## config.mk

```make
export PLATFORM = sky130hd
export DESIGN_NAME = wor_fifo
export DESIGN_NICKNAME = d
export VERILOG_FILES = /design/src/sv/wor_fifo.sv
export SDC_FILE = /design/constraint.sdc
export NUM_CORES = 1
export LEC_CHECK = 0
export BUFFER_PORTS_ARGS = -buffer_cell sky130_fd_sc_hd__buf_2
export CELL_PAD_IN_SITES_DETAIL_PLACEMENT = 1
export CELL_PAD_IN_SITES_GLOBAL_PLACEMENT = 1
export CORE_MARGIN = 10
export CORE_UTILIZATION = 35
export CTS_BUF_LIST = sky130_fd_sc_hd__clkbuf_16
export DETAILED_ROUTE_END_ITERATION = 7
export PLACE_DENSITY = 0.72
export SYNTH_ARGS = -nofsm -noshare
export SYNTH_HDL_FRONTEND = slang
export SYNTH_SLANG_ARGS = --single-unit
export TNS_END_PERCENT = 100
```

## constraint.sdc

```tcl
create_clock -name clk_i -period 1.3 [get_ports clk_i]
set_input_delay 0.065 -clock clk_i [delete_from_list [all_inputs] [get_ports clk_i]]
set_output_delay 0.065 -clock clk_i [all_outputs]
set_load 0.03 [all_outputs]
```

## src/sv/wor_fifo.sv

```systemverilog
module wor_fifo #(
  parameter int unsigned Width = 8,
  parameter int unsigned Depth = 2
) (
  input  logic                       clk_i,
  input  logic                       rst_ni,
  input  logic                       push_i,
  input  logic [Width-1:0]           wdata_i,
  output logic                       full_o,
  input  logic                       pop_i,
  output logic [Width-1:0]           rdata_o,
  output logic                       empty_o,
  output logic [$clog2(Depth+1)-1:0] count_o
);

  localparam int unsigned PtrW = (Depth > 1) ? $clog2(Depth) : 1;
  localparam int unsigned CntW = $clog2(Depth+1);
  localparam logic [PtrW-1:0] LastPtr = PtrW'(Depth - 1);
  localparam logic [CntW-1:0] DepthCnt = CntW'(Depth);

  logic [Width-1:0] mem_q [Depth];
  logic [PtrW-1:0]  wptr_q, wptr_d, rptr_q, rptr_d;
  logic [CntW-1:0]  cnt_q, cnt_d;
  logic             do_push, do_pop;

  assign full_o  = (cnt_q == DepthCnt);
  assign empty_o = (cnt_q == '0);
  assign count_o = cnt_q;
  assign rdata_o = mem_q[rptr_q];
  assign do_push = push_i && !full_o;
  assign do_pop  = pop_i && !empty_o;

  always_comb begin
    wptr_d = wptr_q;
    rptr_d = rptr_q;
    cnt_d  = cnt_q;
    if (do_push) begin
      wptr_d = (wptr_q == LastPtr) ? '0 : wptr_q + 1'b1;
    end
    if (do_pop) begin
      rptr_d = (rptr_q == LastPtr) ? '0 : rptr_q + 1'b1;
    end
    if (do_push && !do_pop) begin
      cnt_d = cnt_q + 1'b1;
    end else if (do_pop && !do_push) begin
      cnt_d = cnt_q - 1'b1;
    end
  end

  always_ff @(posedge clk_i or negedge rst_ni) begin
    if (!rst_ni) begin
      wptr_q <= '0;
      rptr_q <= '0;
      cnt_q  <= '0;
    end else begin
      wptr_q <= wptr_d;
      rptr_q <= rptr_d;
      cnt_q  <= cnt_d;
    end
  end

  always_ff @(posedge clk_i) begin
    if (do_push) begin
      mem_q[wptr_q] <= wdata_i;
    end
  end

endmodule

```

==> results.toml, run 1 <==
[setup_path]
cp-start-kind = "register"
cp.arrival_ns = 1.25
reg2regPathDepth = 7
crit_start = "rptr_q"
path_class = "register to output pin"
worstPathMaxFanout = 9
crit_path_end_kind = "output pin"
r2r_setup_slack_ns = 0
required_ns = 1.24
crit-reg2reg-launch = "count_o[0]"
cp_cell_sequence = "mux2_2, buf_4"
crit_path_top_delay_cell = "dfrtp_2"
regToRegEndpoint = "count_o[1]"
cp_slowest_stage_delay_ns = 0.47

[global_routing]
grt_overflow = 0
grt_max_degree = 12
grt_first_pass_wirelength_mm = 2.68
grtUsageTotal_pct = 7.97
antenna_found_initial = 0
first_global_vias = 570

[outcome]
violations = "negative setup slack"
outcome = "finished with violations"

[cells_and_area]
area_growth_syn_to_layout_pct = 47.5
nets = 93
insertedDiodeCount = 0
final_layout_size_suffix_gt1_share_pct = 59.5
fin_util_pct = 53.2

[clocking]
cts-buffers-inserted = 3
clock-sinks = 20
insertion_delay_ns = 0.25
clk_pin_slew_ns = 0.05
clockBufferDepth = 2
cts_tree = "done"
cts_max_level = 1
cts-root-buf = "clkbuf_16"

[synthesis]
syn_inst = 44
syn_area_per_cell_um2 = 17.8
ys_types = 15
yosysWarnings = 0
netlist_area_um2 = 782
synth_seq_area_share_pct = 74.2
syn_nets = 57
yosys_register_bits = 20

[power]
vdd_drop_max_uv = 1460
p_leak_nw = 0.483
p_total_mw = 3.03
power_density_mw_per_mm2 = 2630

[timing]
tightestPinTransition_ns = 0.239
post-route-worst-setup-slack_ns = -0.0178
setup_viol_count_final = 8
clock_skew_ns = 0.00229
fin_crit_ns = 1.32
whs_ns = 0.00659
final-max-slew-violation-count = 0
grt_setup_unrepaired = "true"
min_period_over_period_pct = 101
fmax_ghz = 0.759
hold_violations = 0
setup_tns_ns = -0.0777
max_slew_margin_pct = 84.1

[detailed_routing]
detail_route.wl_per_cell_um = 16.1
antenna_left = 0
first_iter_violations = 1
dr.pass1.iters = 2
viasPerCell = 4.37
vias = 468
drc = 0
wirelength_mm = 1.73

[flow_run]
maxCapViolations = 0

[floorplan]
initial_core_util_pct = 36.0
die_w_um = 67.3
core_mm2 = 0.00217
die_area_mm2 = 0.00453
rows = 17
ioPinCount = 24
fp.dieH_um = 67.3

[worst_hold_path]
hold_start = "wdata_i[1]"
hold_class = "primary input to register"
worstHoldPathCells = 1
holdPathEnd = "mem_q[1][1]"

[placed_design]
gp_congestion = 0.637
port_buffers = 23
dp_hpwl_mm = 1.37
per-layer routing:
layer	vias to the layer above	track usage, %	part of all wire [%]
met5	-	0	0
met4	0	3.08	0
met3	0	2.64	7.2
met2	20	14.1	48
met1	220	8.60	44
li1	228	-	-
metrics by stage:
stage | area (µm²) | setup slack [ns] | cells
2_1_floorplan | 803 | -0.107 | 44
3_3_place_gp | 993 | 0.00829 | 100
3_5_place_dp | 993 | -0.0219 | 100
4_1_cts | 1120 | -0.0389 | 106
5_1_grt | 1150 | -0.0806 | 107
6_report | 1150 | -0.0178 | 107
flip-flops by register name, summed over array words and instances (netlist names):
| signal | cells |
|---|---|
| count_o | 2 |
| mem_q | 16 |
| rptr_q | 1 |
| wptr_q | 1 |
how the worst max path moves through the flow:
stage | endpoint | slack (ns)
after floorplan | count_o[1] | -0.11
after global placement | count_o[1] | 0.008
after detailed placement | count_o[1] | -0.02
after CTS | rdata_o[2] | -0.04
after global routing | count_o[1] | -0.08
final | rdata_o[2] | -0.02
cell usage after synthesis:
cell | number | area [µm²]
inv_1 | 2 | 7.51
buf_2 | 1 | 5.00
xnor2_1 | 2 | 17.5
o21ai_1 | 1 | 5.00
dfrtp_1 | 4 | 100
edfxtp_1 | 16 | 480
nand2b_1 | 1 | 6.26
nor2_1 | 3 | 11.3
ha_1 | 1 | 12.5
mux2_2 | 2 | 22.5
mux2_1 | 6 | 67.6
nand2_2 | 1 | 6.26
xnor2_2 | 1 | 16.3
xor2_1 | 2 | 17.5
and3_1 | 1 | 6.26
cells in the final DEF, fill, tap and decap left out:
cell           instances
edfxtp_1              16
buf_4                 16
buf_2                 14
mux2_1                 6
clkbuf_16              3
dfrtp_2                3
mux2_2                 2
nor2_1                 2
inv_1                  2
xnor2_1                2
xor2_1                 2
nand2b_4               1
nand2_4                1
inv_4                  1
o21ai_4                1
and3_2                 1
nor2_4                 1
xnor2_2                1
ha_4                   1
dlygate4sd3_1          1
buf_6                  1
dfrtp_1                1
cell type report:
| class | count | area, µm² |
|---|---|---|
| well taps | 28 | 35.0 |
| repair buffers | 32 | 211 |
| clock inverters | 1 | 3.75 |
| fillers | 230 | 1020 |
| inverters | 2 | 10.0 |
| multi-input cells | 21 | 234 |
| clock buffers | 3 | 75.1 |
| flip-flops and latches | 20 | 584 |
timing repair:
| action | 4_1_cts | 5_1_grt |
|---|---|---|
| hold buffers | 1 | 0 |
| hold endpoints to repair | 4 | 0 |
| setup buffers | 1 | 1 |
| pin swaps | 2 | 4 |
| endpoints found under the setup margin | 9 | 15 |
| resized for setup | 11 | 6 |
critical path, delay by kind of cell, from the launching register on:
kind | cells | cell delay [ns]
muxes | 1 | 0.36
buffers and inverters | 1 | 0.17
DFF | 1 | 0.47
kinds of logic after synthesis:
group | synth area share [%]
AOI/OAI and AO/OA | 0.639
xor gates and xnor gates | 6.56
adders and majority gates | 1.60
DFF | 74.2
and+or+nand+nor | 3.84
muxes | 11.5
buffers and inverters | 1.60
power by group:
group | internal, mW | switching (mW)
sequential | 0.907 | 0.147
clock | 0.409 | 0.213
combinational | 0.613 | 0.743
total | 1.93 | 1.10
No activity file was read; power rests on OpenSTA's default activity.
==> run 2, diff against run 1 <==
- clock period: 1.3 -> 1.2 ns (I/O delays scaled with it)
==> results.toml, run 2 (synthesis gave the netlist of run 1 again) <==
[timing]
grt_setup_unrepaired = "true"
post-route-worst-setup-slack_ns = -0.147
fmax_ghz = 0.743
final-max-slew-violation-count = 0
whs_ns = 0.00305
clock_skew_ns = 0.00317
setup_tns_ns = -2.28
min_period_over_period_pct = 112
tightestPinTransition_ns = 0.225
max_slew_margin_pct = 85.0
fin_crit_ns = 1.35
hold_violations = 0
setup_viol_count_final = 26

[global_routing]
first_global_vias = 584
grtUsageTotal_pct = 8.07
grt_first_pass_wirelength_mm = 2.66
antenna_found_initial = 0
grt_max_degree = 12
grt_overflow = 0

[cells_and_area]
nets = 101
final_cell_mix = "edfxtp_1, buf_6, buf_2, buf_4, mux2_4"
insertedDiodeCount = 0
design_area_mm2 = 0.00130
final_layout_size_suffix_gt1_share_pct = 69.0
top_register = "mem_q"
area_growth_syn_to_layout_pct = 66.7
largest_reg_flops = 16
fill_cells = 217

[detailed_routing]
vias = 512
detail_route.wl_per_cell_um = 15.3
dr.pass1.iters = 4
wirelength_mm = 1.76
drc = 0
antenna_left = 0
first_iter_violations = 10
viasPerCell = 4.45

[power]
p_seq_share_pct = 30.1
clockPowerShare_pct = 18.0
p_total_mw = 3.73
p_int_mw = 2.43
p_leak_nw = 0.555
power_switching_mw = 1.30
p_comb_share_pct = 51.9
power_density_mw_per_mm2 = 2860
vdd_drop_max_uv = 1620
sw_frac_of_total_pct = 34.8

[floorplan]
core_mm2 = 0.00217
fp.dieH_um = 67.3
die_area_mm2 = 0.00453
rows = 17
ioPinCount = 24
initial_core_util_pct = 36.0
die_w_um = 67.3

[placed_design]
port_buffers = 23
postPlaceCellArea_mm2 = 0.00100
gp_congestion = 0.669
dp_hpwl_mm = 1.27
post-place-ws_ns = -0.167

[outcome]
outcome = "finished with violations"
violations = "negative setup slack"

[setup_path]
crit_top_cell = "buf_6"
crit_path_top_delay_cell = "dfrtp_2"
crit_buf_inv = 3
crit_path_end_kind = "register"
path_class = "register to register"
cp_slowest_stage_delay_ns = 0.39
crit_family = "flip-flops"
cp-start-kind = "register"
cp.arrival_ns = 1.31
cp_cell_sequence = "nand2b_4, nand2_4, buf_4, buf_6, nor2_4, buf_6"
worstPathMaxFanout = 5
required_ns = 1.17

[clocking]
cts-root-buf = "clkbuf_16"
clk_pin_slew_ns = 0.05
insertion_delay_ns = 0.25
clockBufferDepth = 2
cts_max_level = 1
cts-buffers-inserted = 3
cts_tree = "done"
clock-sinks = 20

[flow_run]
maxCapViolations = 0

[worst_hold_path]
hold_class = "primary input to register"
[run 2: cell count changes in the layout (fill, tap and decap cells not counted), moves of 2 or more]
cell	change
buf_6	+15
buf_4	-9
mux2_1	-6
mux2_4	+6
dlygate4sd3_1	+3
inv_1	-2
inv_2	+2
[run 2: final timing paths]
path / startpoint / end / slack, ns / cells after the start
worst max-delay path: count_o[0] / mem_q[0][6] / -0.15 / 6
min in group asynchronous: rst_ni / count_o[0] / 0.13 / 2
worst max register to register: count_o[0] / mem_q[0][6] / -0.15 / 6
worst min register to register: wptr_q / wptr_q / 0.59 / 1
worst min-delay path: wdata_i[3] / mem_q[1][3] / 0.003 / 1
max in group asynchronous: rst_ni / rptr_q / 0.94 / 2
[run 2: routing by layer]
layer / global-route usage (%) / share of wire [%]
met5: 0 / 0
met4: 6.15 / 2.6
met3: 3.14 / 9.2
met2: 13.6 / 51
met1: 7.81 / 37
[run 2: final cells by class]
class | count | area, µm² | share of cell area (%)
tap | 28 | 35.0 | 2.69
timing repair buffer | 40 | 338 | 25.9
clock inverter | 1 | 3.75 | 0.288
inverter | 2 | 7.51 | 0.576
multi-input combinational | 21 | 260 | 20.0
sequential | 20 | 584 | 44.8
clock buffer | 3 | 75.1 | 5.76
[run 2: worst register-to-register path: stages (launching register included)]
cell      delay, ns
dfrtp_2        0.39
nand2b_4       0.15
nand2_4        0.05
buf_4          0.13
buf_6          0.12
nor2_4         0.10
buf_6          0.13
[run 2: power by group through the flow]
stage               Sequential, mW  Clock (mW)  Combinational [mW]
finish                        1.12       0.671                1.94
global route                  1.14       0.718                2.07
CTS                           1.11       0.690                1.86
detailed placement            1.15           0                1.30
global placement              1.14           0                1.27
floorplan                     1.16           0               0.829
[run 2: repair_timing]
action / 4_1_cts / 5_1_grt
pin swaps: 2 / 0
resized for setup: 34 / 8
hold endpoints to repair: 10 / 0
hold buffers: 4 / 0
gates cloned: 0 / 0
endpoints found under the setup margin: 19 / 27
setup buffers: 5 / 3
[run 2: stage by stage]
step           std cells  utilization [%]
2_1_floorplan         44                -
3_3_place_gp         101             46.1
3_5_place_dp         101             46.1
4_1_cts              114             58.5
5_1_grt              115             60.1
6_report             115             60.1
==> run 3, diff against run 2 <==
- REMOVE_ABC_BUFFERS: unset -> 1
- SLEW_MARGIN: unset -> 20
==> results.toml, run 3 (synthesis gave the netlist of run 1 again) <==
[outcome]
outcome = "finished with violations"
violations = "negative setup slack"

[floorplan]
die_area_mm2 = 0.00453
rows = 17
initial_core_util_pct = 36.0
ioPinCount = 24
fp.dieH_um = 67.3
core_mm2 = 0.00217
die_w_um = 67.3

[setup_path]
required_ns = 1.14
crit_buf_inv = 2
cp-start-kind = "register"
crit_family = "flip-flops"
worstPathMaxFanout = 4
cp_cell_sequence = "buf_6, mux2_4, buf_6"
crit_top_cell = "buf_6"
path_class = "register to output pin"
cp_slowest_stage_delay_ns = 0.44
cp.arrival_ns = 1.26
crit_path_top_delay_cell = "dfrtp_2"
crit_path_end_kind = "output pin"

[global_routing]
grtUsageTotal_pct = 8.03
grt_use_met1_pct = 8.80
grt_max_degree = 12
use_met2_pct = 14.7
grt_first_pass_wirelength_mm = 2.79
antenna_found_initial = 0
first_global_vias = 580
grtUsageMet3_pct = 2.81
grt_overflow = 0
busiest_layer = "met2"

[timing]
fin_crit_ns = 1.32
min_period_over_period_pct = 110
hold_violations = 0
post-route-worst-setup-slack_ns = -0.122
final-max-slew-violation-count = 0
setup_viol_count_final = 18
tightestPinTransition_ns = 0.148
max_slew_margin_pct = 90.1
grt_setup_unrepaired = "true"
fmax_ghz = 0.757
clock_skew_ns = 0.00500

[placed_design]
port_buffers = 23
gp_congestion = 0.714
post-place-ws_ns = -0.223
dp_cells = 102
dp_hpwl_mm = 1.24

[cells_and_area]
final_layout_size_suffix_gt1_share_pct = 70.8
insertedDiodeCount = 0
area_growth_syn_to_layout_pct = 69.4
final_common_cell = "edfxtp_1"
fin_cells = 117
seqCellArea_um2 = 583
fill_cells = 223
nets = 103
fin_util_pct = 61.1
multi_input_area_um2 = 278
final_cell_mix = "edfxtp_1, buf_6, buf_2, buf_4, mux2_4"
largest_reg_flops = 16
top_register = "mem_q"

[detailed_routing]
viasPerCell = 4.53
wirelength_mm = 1.92
vias = 530
dr.pass1.iters = 2
drc = 0
detail_route.wl_per_cell_um = 16.4
antenna_left = 0
first_iter_violations = 5

[power]
p_total_mw = 3.85
power_density_mw_per_mm2 = 2900
p_leak_nw = 0.577
vdd_drop_max_uv = 1720

[flow_run]
maxCapViolations = 0

[clocking]
insertion_delay_ns = 0.25
clk_pin_slew_ns = 0.06
cts-buffers-inserted = 3
clockBufferDepth = 2
clock-sinks = 20
cts_tree = "done"
cts-root-buf = "clkbuf_16"
cts_max_level = 1

[worst_hold_path]
hold_class = "primary input to register"
## run 3: changes by cell type in the layout (fill, tap and decap cells not counted), sizes merged
cell / before / now
dlygate4sd3: 4 / 3
inv: 2 / 3
buf: 36 / 39
clkinv: 1 / 0
## run 3: worst reg2reg max path, stage by stage, from the launching register on
cell and delay [ns]:
dfrtp_1 0.38, buf_4 0.15, o21ai_4 0.15, ha_4 0.16
xor2_2 0.14, nor2_2 0.05, xor2_1 0.14
## run 3: area by class of cell
type	instances	area share [%]
clock buffers	3	5.67
well taps	28	2.64
multi-input cells	21	21.0
repair buffers	42	25.9
inverters	2	0.567
clock inverters	1	0.283
flip-flops and latches	20	44.0
## run 3: worst paths after layout
kind | depth (start not counted) | start | to | slack, ns
worst max-delay path | 3 | rptr_q | rdata_o[4] | -0.12
worst min-delay path | 1 | wdata_i[1] | mem_q[0][1] | 0.005
worst max register to register | 6 | count_o[0] | count_o[1] | -0.08
worst min register to register | 2 | count_o[0] | count_o[0] | 0.62
max in group asynchronous | 2 | rst_ni | count_o[1] | 0.90
min in group asynchronous | 2 | rst_ni | rptr_q | 0.15
## run 3: power by group
| part | total (mW) | switching, mW | leakage [nW] | internal (mW) |
|---|---|---|---|---|
| combinational | 2.08 | 0.995 | 0.341 | 1.08 |
| clock | 0.671 | 0.228 | 0.0423 | 0.443 |
| sequential | 1.10 | 0.116 | 0.193 | 0.981 |
## run 3: per-stage QoR
step	instance area, µm²	TNS (ns)	hold slack (ns)
after global routing	1330	-2.24	0.00167
after CTS	1240	-1.33	0.00189
after floorplan	777	-5.75	-0.236
final	1330	-1.49	0.00509
after global placement	987	-1.63	-0.126
after detailed placement	987	-1.96	-0.116
## run 3: repair_timing
| action | 4_1_cts | 5_1_grt |
|---|---|---|
| endpoints found under the setup margin | 27 | 27 |
| endpoints found under the hold margin | 4 | 4 |
| cloned | 0 | 0 |
| pin swaps | 4 | 4 |
| hold buffers | 1 | 2 |
| setup buffers | 5 | 3 |
| resized for setup | 38 | 11 |
## run 3: per-layer routing
layer / wire length (µm) / up-vias
met4: 6 / 0
met5: 0 / -
met2: 976 / 14
met1: 818 / 262
met3: 118 / 2
li1: - / 252
