===== config.mk =====
export PLATFORM = sky130hd
export DESIGN_NAME = wor_front
export DESIGN_NICKNAME = d
export VERILOG_FILES = /design/src/sv/wor_pkg.sv /design/src/sv/wor_front.sv
export SDC_FILE = /design/constraint.sdc
export NUM_CORES = 1
export LEC_CHECK = 0
export BUFFER_PORTS_ARGS = -buffer_cell sky130_fd_sc_hd__buf_2
export CORE_MARGIN = 8
export CORE_UTILIZATION = 62
export CTS_BUF_LIST = sky130_fd_sc_hd__clkbuf_16
export DETAILED_ROUTE_END_ITERATION = 7
export PLACE_DENSITY = 0.85
export SLEW_MARGIN = 20
export SYNTH_ARGS = -nofsm -noshare
export SYNTH_HDL_FRONTEND = slang
export SYNTH_SLANG_ARGS = --single-unit

===== constraint.sdc =====
create_clock -name clk_i -period 13.3 [get_ports clk_i]
set_input_delay 2.66 -clock clk_i [delete_from_list [all_inputs] [get_ports clk_i]]
set_output_delay 2.66 -clock clk_i [all_outputs]
set_load 0.02 [all_outputs]

===== src/sv/wor_pkg.sv =====
package wor_pkg;

  localparam int unsigned DataW         = 32;
  localparam int unsigned PixW          = 8;
  localparam int unsigned NumCols       = 4;
  localparam int unsigned ScaleFracBits = 24;
  localparam int unsigned MidDepth      = 2;
  localparam int unsigned OutDepth      = 4;

  localparam logic [1:0] RowFirst = 2'd0;
  localparam logic [1:0] RowBotLd = 2'd1;
  localparam logic [1:0] RowSub   = 2'd2;
  localparam logic [1:0] RowLast  = 2'd3;

  // Finished tile handed from the accumulator front to the requant back end.
  typedef struct packed {
    logic [NumCols-1:0][DataW-1:0] top;
    logic [NumCols-1:0][DataW-1:0] bot;
    logic [DataW-1:0]              bias;
    logic [DataW-1:0]              scale;
  } tile_word_t;

  typedef struct packed {
    logic [NumCols-1:0][PixW-1:0] pix;  // r0c0, r0c1, r1c0, r1c1
  } pix_word_t;

endpackage


===== src/sv/wor_front.sv =====
module wor_front (
  input  logic                    clk_i,
  input  logic                    rst_ni,
  input  logic                    push_i,
  output logic                    full_o,
  input  logic [wor_pkg::DataW-1:0] col0_i,
  input  logic [wor_pkg::DataW-1:0] col1_i,
  input  logic [wor_pkg::DataW-1:0] col2_i,
  input  logic [wor_pkg::DataW-1:0] col3_i,
  input  logic [wor_pkg::DataW-1:0] bias_i,
  input  logic [wor_pkg::DataW-1:0] scale_i,
  // tile queue write side
  output logic                    tile_push_o,
  output wor_pkg::tile_word_t     tile_o,
  input  logic                    tile_full_i
);

  logic [1:0] row_q, row_d;
  logic [wor_pkg::NumCols-1:0][wor_pkg::DataW-1:0] top_q, top_d, bot_q, bot_d, x;
  logic accept;

  assign x      = {col3_i, col2_i, col1_i, col0_i};
  // only the closing row needs room in the tile queue
  assign full_o = (row_q == wor_pkg::RowLast) && tile_full_i;
  assign accept = push_i && !full_o;

  always_comb begin
    top_d = top_q;
    bot_d = bot_q;
    row_d = row_q;
    if (accept) begin
      row_d = row_q + 2'd1;
      for (int i = 0; i < wor_pkg::NumCols; i++) begin
        unique case (row_q)
          wor_pkg::RowFirst: top_d[i] = x[i];
          wor_pkg::RowBotLd: begin
            top_d[i] = top_q[i] + x[i];
            bot_d[i] = x[i];
          end
          wor_pkg::RowSub: begin
            top_d[i] = top_q[i] + x[i];
            bot_d[i] = bot_q[i] - x[i];
          end
          wor_pkg::RowLast: bot_d[i] = bot_q[i] + x[i];
          default: ;
        endcase
      end
    end
  end

  assign tile_push_o = accept && (row_q == wor_pkg::RowLast);
  always_comb begin
    tile_o.top   = top_q;
    tile_o.bot   = bot_d;
    tile_o.bias  = bias_i;
    tile_o.scale = scale_i;
  end

  always_ff @(posedge clk_i or negedge rst_ni) begin
    if (!rst_ni) begin
      row_q <= wor_pkg::RowFirst;
      top_q <= '0;
      bot_q <= '0;
    end else begin
      row_q <= row_d;
      top_q <= top_d;
      bot_q <= bot_d;
    end
  end

endmodule


==> impl_summary.md, run 1 <==
Global routing
Summed over all layers, the global routing overflow is 0. The largest net degree at the start of global routing is 147. The via count of the first global-routing pass is 26.0k. The initial antenna violation count is 10. Across every metal layer, demand over resource in global routing totals 0.325. The first global-routing pass estimated 135000 um of wire.

Clock tree
In this run the post-CTS setup repair buffer count came out at 0. The clock passes through at most 3 buffers. The number of buffers created by CTS is 35. TritonCTS built the clock tree. CTS saw 258 sinks. The post-CTS resize count is 0. In this run the clock root is driven by a sky130_fd_sc_hd__clkbuf_16. The number of H-tree levels is 2.

The number of buffers inserted for hold repair after clock tree synthesis is 0. The clock latency on the worst-skew pair is 0.56 ns. The clock slew seen by the registers of the worst setup and hold paths is 0.05 ns.

Worst hold path
The end point of the worst hold path is tile_o[256]. Along the worst hold path, the cell count comes to 2. The class of the most critical hold timing path is reg -> reg. The beginning of the worst hold path is tile_o[256].

STA
The smallest hold slack is 0.509 ns. The number of endpoints failing setup at the final stage is 0. The worst pin sits at a relative slew slack of 0.272. For the pin with the worst max-slew slack, the measured transition is 1.09 ns.

Timing would allow up to 99.9 MHz. The final hold violation count was 0. Setup repair after global routing left no endpoint under its margin.

The accumulated negative setup slack is 0 ns. The ratio of final minimum period to clock period is 0.753. The count of pins over their slew limit is 0. The worst path needs 10.01 ns of the cycle, external delays included. The worst clock skew on the final layout is 0.0168 ns.

Status
The run finished with clean final reports.

Worst setup path
The worst setup path is captured at a primary output. The endpoint required time on the critical path is 10.64 ns. The path type of the worst setup path is in -> out. The depth of the worst register-to-register path is 15. The maximum fanout encountered on the critical timing path is 6. Broken down by cell family, the worst path's largest delay share belongs to compound AO/OA/AOI/OAI gates. The largest single stage delay on the critical path is 0.76 ns. Across all register-to-register paths, the minimum setup slack is 7.73 ns. The critical path goes through buf_2 -> nor3_2 -> nand2_1 -> or3_1 -> nor4_1 -> a21oi_1 -> xor2_1 -> ha_1 -> o21a_1 -> o21ai_0 -> a21oi_1 -> o21ai_0 -> o21ai_1 -> a41oi_1 -> o21ai_0 -> a21oi_1 -> xnor2_1 -> o21ai_1 -> buf_2. In this run the critical register-to-register path is captured at bot_q[91].

The buffering stage count on the worst path with inverters included is 2. The source of the worst register-to-register timing path is row_q[0]. The startpoint class of the critical path is a primary input. The standard cell with the maximum stage delay on the critical path is sky130_fd_sc_hd__nor4_1. The data arrival time at the worst-slack endpoint is 7.35 ns.

Floorplan
The die area is 50200 um^2. In this run the core area contains 76 standard-cell rows. The die is 224 um wide. The floorplan step set the die height to 224 um. In this run the count of I/O pins placed on the die edge is 518. The initial utilization of the core area, before any placement, comes to 0.626. The total area inside the core boundary comes to 42900 um^2.

Route
The starting DRC count in detailed routing is 2417. Detailed routing inserted a total of 26.6k vias. The detailed-route DRC error count is 0. The aggregate routed wire length is 84300 um. Before antenna repair, the detailed router went through 6 iterations. The vias per cell is 6.32. The remaining antenna violation count is 0.

The average wire per cell in the routed design is 20.0 um.

Cells and area
The library cells used most frequently in the layout, excluding fill and tap cells, are sky130_fd_sc_hd__nor2_1 (392), sky130_fd_sc_hd__buf_2 (388), sky130_fd_sc_hd__a21oi_1 (375), sky130_fd_sc_hd__ha_1 (280), sky130_fd_sc_hd__nand2_1 (259). The count of nets after finishing is 4094. The summed area of non-filler cells in the final layout is 29700 um^2. The non-filler instance count after layout is 4218. The area growth from synthesis to layout is 10.5%. The most frequent standard cell in the layout excluding fill and tap cells is sky130_fd_sc_hd__nor2_1. The fraction of final layout cells sized beyond drive strength 1 is 0.141.

Placed design
Port buffering added 389 buffers. The number of instances in the placed design is 4155. The detailed placer's ending HPWL is 61800 um.

The cell area after placement is 28700 um^2. The global placement routability congestion is 0.969.

Logic synthesis
The post-synth design cell area is 26800 um^2. In the synthesized netlist the dominant register cell turns out to be sky130_fd_sc_hd__dfrtp_1. A synthesized cell averages 7.96 um^2. The synthesized design spends more area on one cell type than any other, namely sky130_fd_sc_hd__dfrtp_1. Counting every net in the synthesized netlist gives 3858.

The synthesized design contains 258 register bits. In the synthesized netlist the async set-or-reset flop fraction comes to 1.00. After synthesis, the cell types taking the most area are sky130_fd_sc_hd__dfrtp_1 (24%), sky130_fd_sc_hd__ha_1 (13%), sky130_fd_sc_hd__a21oi_1 (7.0%), sky130_fd_sc_hd__xor2_1 (5.7%), sky130_fd_sc_hd__nor2_1 (5.5%). The number of synthesized flops with an enable pin is 0. The netlist uses 94 different library cells. The share of synthesized area in the top cell type comes to 0.240. Of the synthesized area, sequential elements account for 0.240.

The cell count after synthesis is 3371. The total number of yosys warnings is 0.

Run
The tool flagged a number of max-cap violations equal to 0.
## metrics by stage
step                       util  worst slack (ns)
after floorplan               -              4.13
after global placement    0.668              3.26
after detailed placement  0.668              3.30
after CTS                 0.691              3.26
after global routing      0.692              2.81
final                     0.692              3.29
## worst register-to-register path, cell delays in order, from the launching register on
cell	delay, ns
sky130_fd_sc_hd__dfrtp_1	0.46
sky130_fd_sc_hd__ha_4	0.68
sky130_fd_sc_hd__buf_4	0.71
sky130_fd_sc_hd__mux2_2	0.47
sky130_fd_sc_hd__ha_1	0.27
sky130_fd_sc_hd__a21o_1	0.18
sky130_fd_sc_hd__a21o_1	0.21
sky130_fd_sc_hd__a2111oi_0	0.82
sky130_fd_sc_hd__o31ai_1	0.27
sky130_fd_sc_hd__nand2_1	0.15
sky130_fd_sc_hd__a311o_1	0.24
sky130_fd_sc_hd__a21oi_1	0.09
sky130_fd_sc_hd__nor3_1	0.42
sky130_fd_sc_hd__o21bai_1	0.14
sky130_fd_sc_hd__xnor2_1	0.14
sky130_fd_sc_hd__o21ai_0	0.21
## cell families (layout without fill, tap and decap cells)
| group | Yosys count | in the layout | share of synthesized area |
|---|---|---|---|
| buffers and inverters | 305 | 563 | 0.0542 |
| DFF | 258 | 258 | 0.240 |
| AOI/OAI and AO/OA | 1109 | 1109 | 0.259 |
| and+or+nand+nor | 1014 | 1014 | 0.175 |
| adders and majority gates | 291 | 291 | 0.138 |
| muxes | 71 | 71 | 0.0267 |
| other | 0 | 4 | 0 |
| xor gates and xnor gates | 323 | 323 | 0.106 |
## worst max-delay path by stage
stage | start | to | depth (start not counted)
2_1_floorplan | col0_i[3] | tile_o[93] | 20
3_3_place_gp | col3_i[4] | tile_o[191] | 19
3_5_place_dp | col3_i[4] | tile_o[191] | 19
4_1_cts | col3_i[4] | tile_o[191] | 19
5_1_grt | col3_i[4] | tile_o[191] | 19
6_report | col3_i[4] | tile_o[191] | 19
## flip-flops by register name, indices dropped and copies added, names as in the netlist
name and cells:
bot_q 128, tile_o 128, row_q 2
## layer usage
layer  GRT usage  up-vias  wire length (um)
met5           0        -                78
met4       0.159       12              3820
met3      0.0632      250              7390
met2       0.529     1248             38700
met1       0.409    12500             34300
li1            -    12600                 -
## area by class of cell
type,count,area [um^2]
Antenna cell,4,10.0
Clock buffer,35,876
Clock inverter,24,115
Fill cell,3531,13200
Inverter,101,380
Multi-Input combinational cell,2808,19000
Sequential cell,258,6460
Tap cell,585,732
Timing Repair Buffer,403,2070
## cell usage after synthesis (49+ instances only)
cell                       number
sky130_fd_sc_hd__clkbuf_1     115
sky130_fd_sc_hd__xor2_1       174
sky130_fd_sc_hd__xnor2_1      148
sky130_fd_sc_hd__nor3_1        65
sky130_fd_sc_hd__dfrtp_1      258
sky130_fd_sc_hd__nor2_1       393
sky130_fd_sc_hd__a21o_1       123
sky130_fd_sc_hd__ha_1         283
sky130_fd_sc_hd__mux2i_1       67
sky130_fd_sc_hd__and3_1        54
sky130_fd_sc_hd__a21oi_1      375
sky130_fd_sc_hd__nand3_1       49
sky130_fd_sc_hd__buf_4         64
sky130_fd_sc_hd__a221oi_1      74
sky130_fd_sc_hd__inv_1        101
sky130_fd_sc_hd__o21ai_0      254
sky130_fd_sc_hd__nand2_1      260
Power of run 1 is not shown: default switching activity piles up to over one toggle a cycle in this logic, so the estimate is an artifact.
==> run 2: changes to the inputs <==
CORE_UTILIZATION = 58   (was 62)
PLACE_DENSITY = 0.8   (was 0.85)
clock period = 10.4 ns   (was 13.3 ns; I/O delays follow)
==> run 2 against run 1 <==
Final cell count rose by 0.85%. Global-route usage down 2.4 points. Sequential cell count stayed put. Via count decreased by 1.6%. Critical path depth did not move. Worst setup slack worse by 1.9 ns. Sequential share of layout area shrank 0.16 points. Hold slack worse by 0.0048 ns. Non-clock buffer count rose by 3. Register-to-register slack got worse by 2.2 ns. First-iteration DRC count down 21%.
==> impl_summary.md, run 2 (synthesis gave the netlist of run 1 again) <==
Worst setup path
The maximum fanout encountered on the critical timing path is 6 (unchanged). The delay contributed by the slowest stage of the critical path is 0.78 ns (+0.02 ns). The family of cells with the greatest summed delay on the critical path is compound AO/OA/AOI/OAI gates. The total stage count of the critical path came to 19 (unchanged). The buffering stage count on the worst path with inverters included is 2 (unchanged).

The depth of the worst register-to-register path is 15 (unchanged). The data arrival time at the worst-slack endpoint is 6.91 ns (-0.44 ns). For this design, the slowest cell found on the critical path is sky130_fd_sc_hd__nor4_1. The worst setup path is of the in -> out kind. The startpoint class of the critical path is a primary input. Walking the worst path, the cells encountered are buf_2 -> nor3_2 -> nand2_1 -> or3_1 -> nor4_1 -> a21oi_1 -> xor2_1 -> ha_1 -> o21a_1 -> o21ai_0 -> a21oi_1 -> o21ai_0 -> o21ai_1 -> a41oi_1 -> o21ai_0 -> a21oi_1 -> xnor2_1 -> o21ai_1 -> buf_2.

STA classifies the critical path endpoint as a primary output. The endpoint required time on the critical path is 8.32 ns (-2.32 ns).

STA
Dividing the final minimum period by the clock period gives 0.864. The count of pins over their slew limit was 0 (unchanged). The transition at the pin with the smallest max-transition slack is 1.07 ns (-0.0193 ns). The worst clock skew on the final layout came to 0.0146 ns (-0.00222 ns). The smallest hold slack is 0.504 ns (-0.00483 ns). The time the worst path needs with I/O delays and setup is 8.99 ns. The fmax is 111 MHz. The accumulated negative setup slack is 0 ns (unchanged). Setup repair after global routing left no endpoint under its margin.

The number of endpoints failing setup at the final stage is 0 (unchanged). The final hold violation count is 0 (unchanged). The relative slew slack is 0.283 (+0.0111).

Route
The aggregate routed wire length is 83800 um (-0.56%). The average wire per cell in the routed design was 19.7 um (-1.4%). The starting DRC count in detailed routing is 1916 (-21%). The detailed-route DRC error count is 0 (unchanged). The number of iterations in the first detailed-routing pass was 6 (unchanged). The vias per cell is 6.16 (-2.4%). The via count is 26.2k (-1.6%). The remaining antenna violation count is 0 (unchanged).

Cells and area
The area growth from synthesis to layout is 11.3%. Leaving out fill and tap cells, the most frequent cells in the layout are sky130_fd_sc_hd__nor2_1 (392), sky130_fd_sc_hd__buf_2 (388), sky130_fd_sc_hd__a21oi_1 (375), sky130_fd_sc_hd__ha_1 (280), sky130_fd_sc_hd__nand2_1 (259). The summed area of non-filler cells in the final layout is 29900 um^2 (+0.75%). The number of fill cells in the layout is 4030 (+14%). The count of nets after finishing is 4098 (+0.098%). The library cell used most frequently in the layout, excluding fill and tap cells, is sky130_fd_sc_hd__nor2_1.

The fraction of final layout cells sized beyond drive strength 1 was 0.144 (+0.00248).

Floorplan
The core area is 46200 um^2 (+7.6%). The die height was 231 um (+3.1%). The number of top-level design ports is 518 (unchanged). The width of the die is 231 um (+3.1%). The die area came to 53400 um^2 (+6.4%). The total number of placement rows came to 79 (+3.9%). The effective utilization at floorplan is 0.582 (-0.0444).

Worst hold path
The hold path depth is 2 (unchanged). The class of the most critical hold timing path is reg -> reg.

Placed design
The cell area after placement came to 28700 um^2 (+0.10%). The detailed placer's ending HPWL is 61900 um (+0.10%). The global placement routability congestion is 0.978 (+0.93%). The port buffer count is 389 (unchanged).

Global routing
The met1 track demand over resource in global routing is 0.383 (-0.0261). The largest net degree at the start of global routing is 102 (-31%). The fraction of met2 tracks used by global routing was 0.481 (-0.0479). The met3 layer usage reported by global route is 0.0697 (+0.00652).

The via count of the first global-routing pass came to 25.4k (-2.2%). The layer carrying the most global-route usage is met2. The initial antenna violation count came to 14 (+4).

The wire length of the first global-routing pass is 133000 um (-1.9%). The leftover overflow at the end of global routing came to 0 (unchanged). The total track usage is 0.300 (-0.0243).

Clock tree
The clock sink total is 258 (unchanged). The clock slew seen by the registers of the worst setup and hold paths is 0.05 ns (about the same). The TritonCTS clock tree is yes. The post-CTS setup-driven buffer insertion count is 0 (unchanged). The clock latency on the worst-skew pair is 0.55 ns (about the same). The largest buffer count on any clock path is 3 (unchanged). The library cell used as clock root buffer is sky130_fd_sc_hd__clkbuf_16. The post-CTS resize count is 0 (unchanged). The number of buffers inserted for hold repair after clock tree synthesis is 0 (unchanged). The number of buffers created by CTS is 36 (+2.9%).

The number of H-tree levels is 2 (unchanged).

Run
The number of violations of the max-capacitance limit is 0 (unchanged).

Status
The run finished with clean final reports.
run 2: stage by stage:
| stage | std cells | util | setup slack [ns] |
|---|---|---|---|
| 6_report | 4254 | 0.647 | 1.41 |
| 3_3_place_gp | 4179 | 0.621 | 1.48 |
| 2_1_floorplan | 3371 | - | 2.39 |
| 3_5_place_dp | 4179 | 0.621 | 1.44 |
| 5_1_grt | 4252 | 0.647 | 1.05 |
| 4_1_cts | 4242 | 0.646 | 1.40 |
run 2: worst reg2reg max path, stage by stage (launching register included):
cell and delay [ns]:
sky130_fd_sc_hd__dfrtp_1 0.47, sky130_fd_sc_hd__ha_4 0.43, sky130_fd_sc_hd__buf_4 0.53, sky130_fd_sc_hd__mux2_2 0.46, sky130_fd_sc_hd__ha_1 0.30, sky130_fd_sc_hd__a211oi_1 0.32, sky130_fd_sc_hd__o21ai_0 0.17, sky130_fd_sc_hd__nand3b_1 0.16
sky130_fd_sc_hd__a21oi_1 0.11, sky130_fd_sc_hd__o21ai_0 0.40, sky130_fd_sc_hd__o21ai_1 0.25, sky130_fd_sc_hd__a41oi_1 0.42, sky130_fd_sc_hd__o21ai_0 0.14, sky130_fd_sc_hd__a21oi_1 0.23, sky130_fd_sc_hd__xnor2_1 0.09, sky130_fd_sc_hd__o21ai_1 0.25
run 2: final timing paths:
| check | to | startpoint | slack, ns |
|---|---|---|---|
| max | tile_o[191] | col3_i[4] | 1.41 |
| min | tile_o[259] | tile_o[259] | 0.50 |
| max reg2reg | bot_q[127] | row_q[0] | 5.56 |
| min reg2reg | tile_o[259] | tile_o[259] | 0.50 |
| max in group asynchronous | bot_q[63] | rst_ni | 7.39 |
| min in group asynchronous | tile_o[192] | rst_ni | 1.59 |
run 2: area by class of cell:
class	instances	area, um^2	area share
diodes	11	27.5	0.000921
clock buffers	37	926	0.0310
clock inverters	26	220	0.00737
inverters	101	380	0.0127
multi-input cells	2808	19000	0.636
flip-flops and latches	258	6460	0.216
well taps	607	759	0.0254
repair buffers	406	2100	0.0702
run 2: per-layer routing:
layer / up-vias / part of all wire
li1: 12600 / -
met1: 12200 / 0.42
met2: 1143 / 0.45
met3: 207 / 0.092
met4: 8 / 0.042
met5: - / 0.00069
Power of run 2 is left out for the same reason.
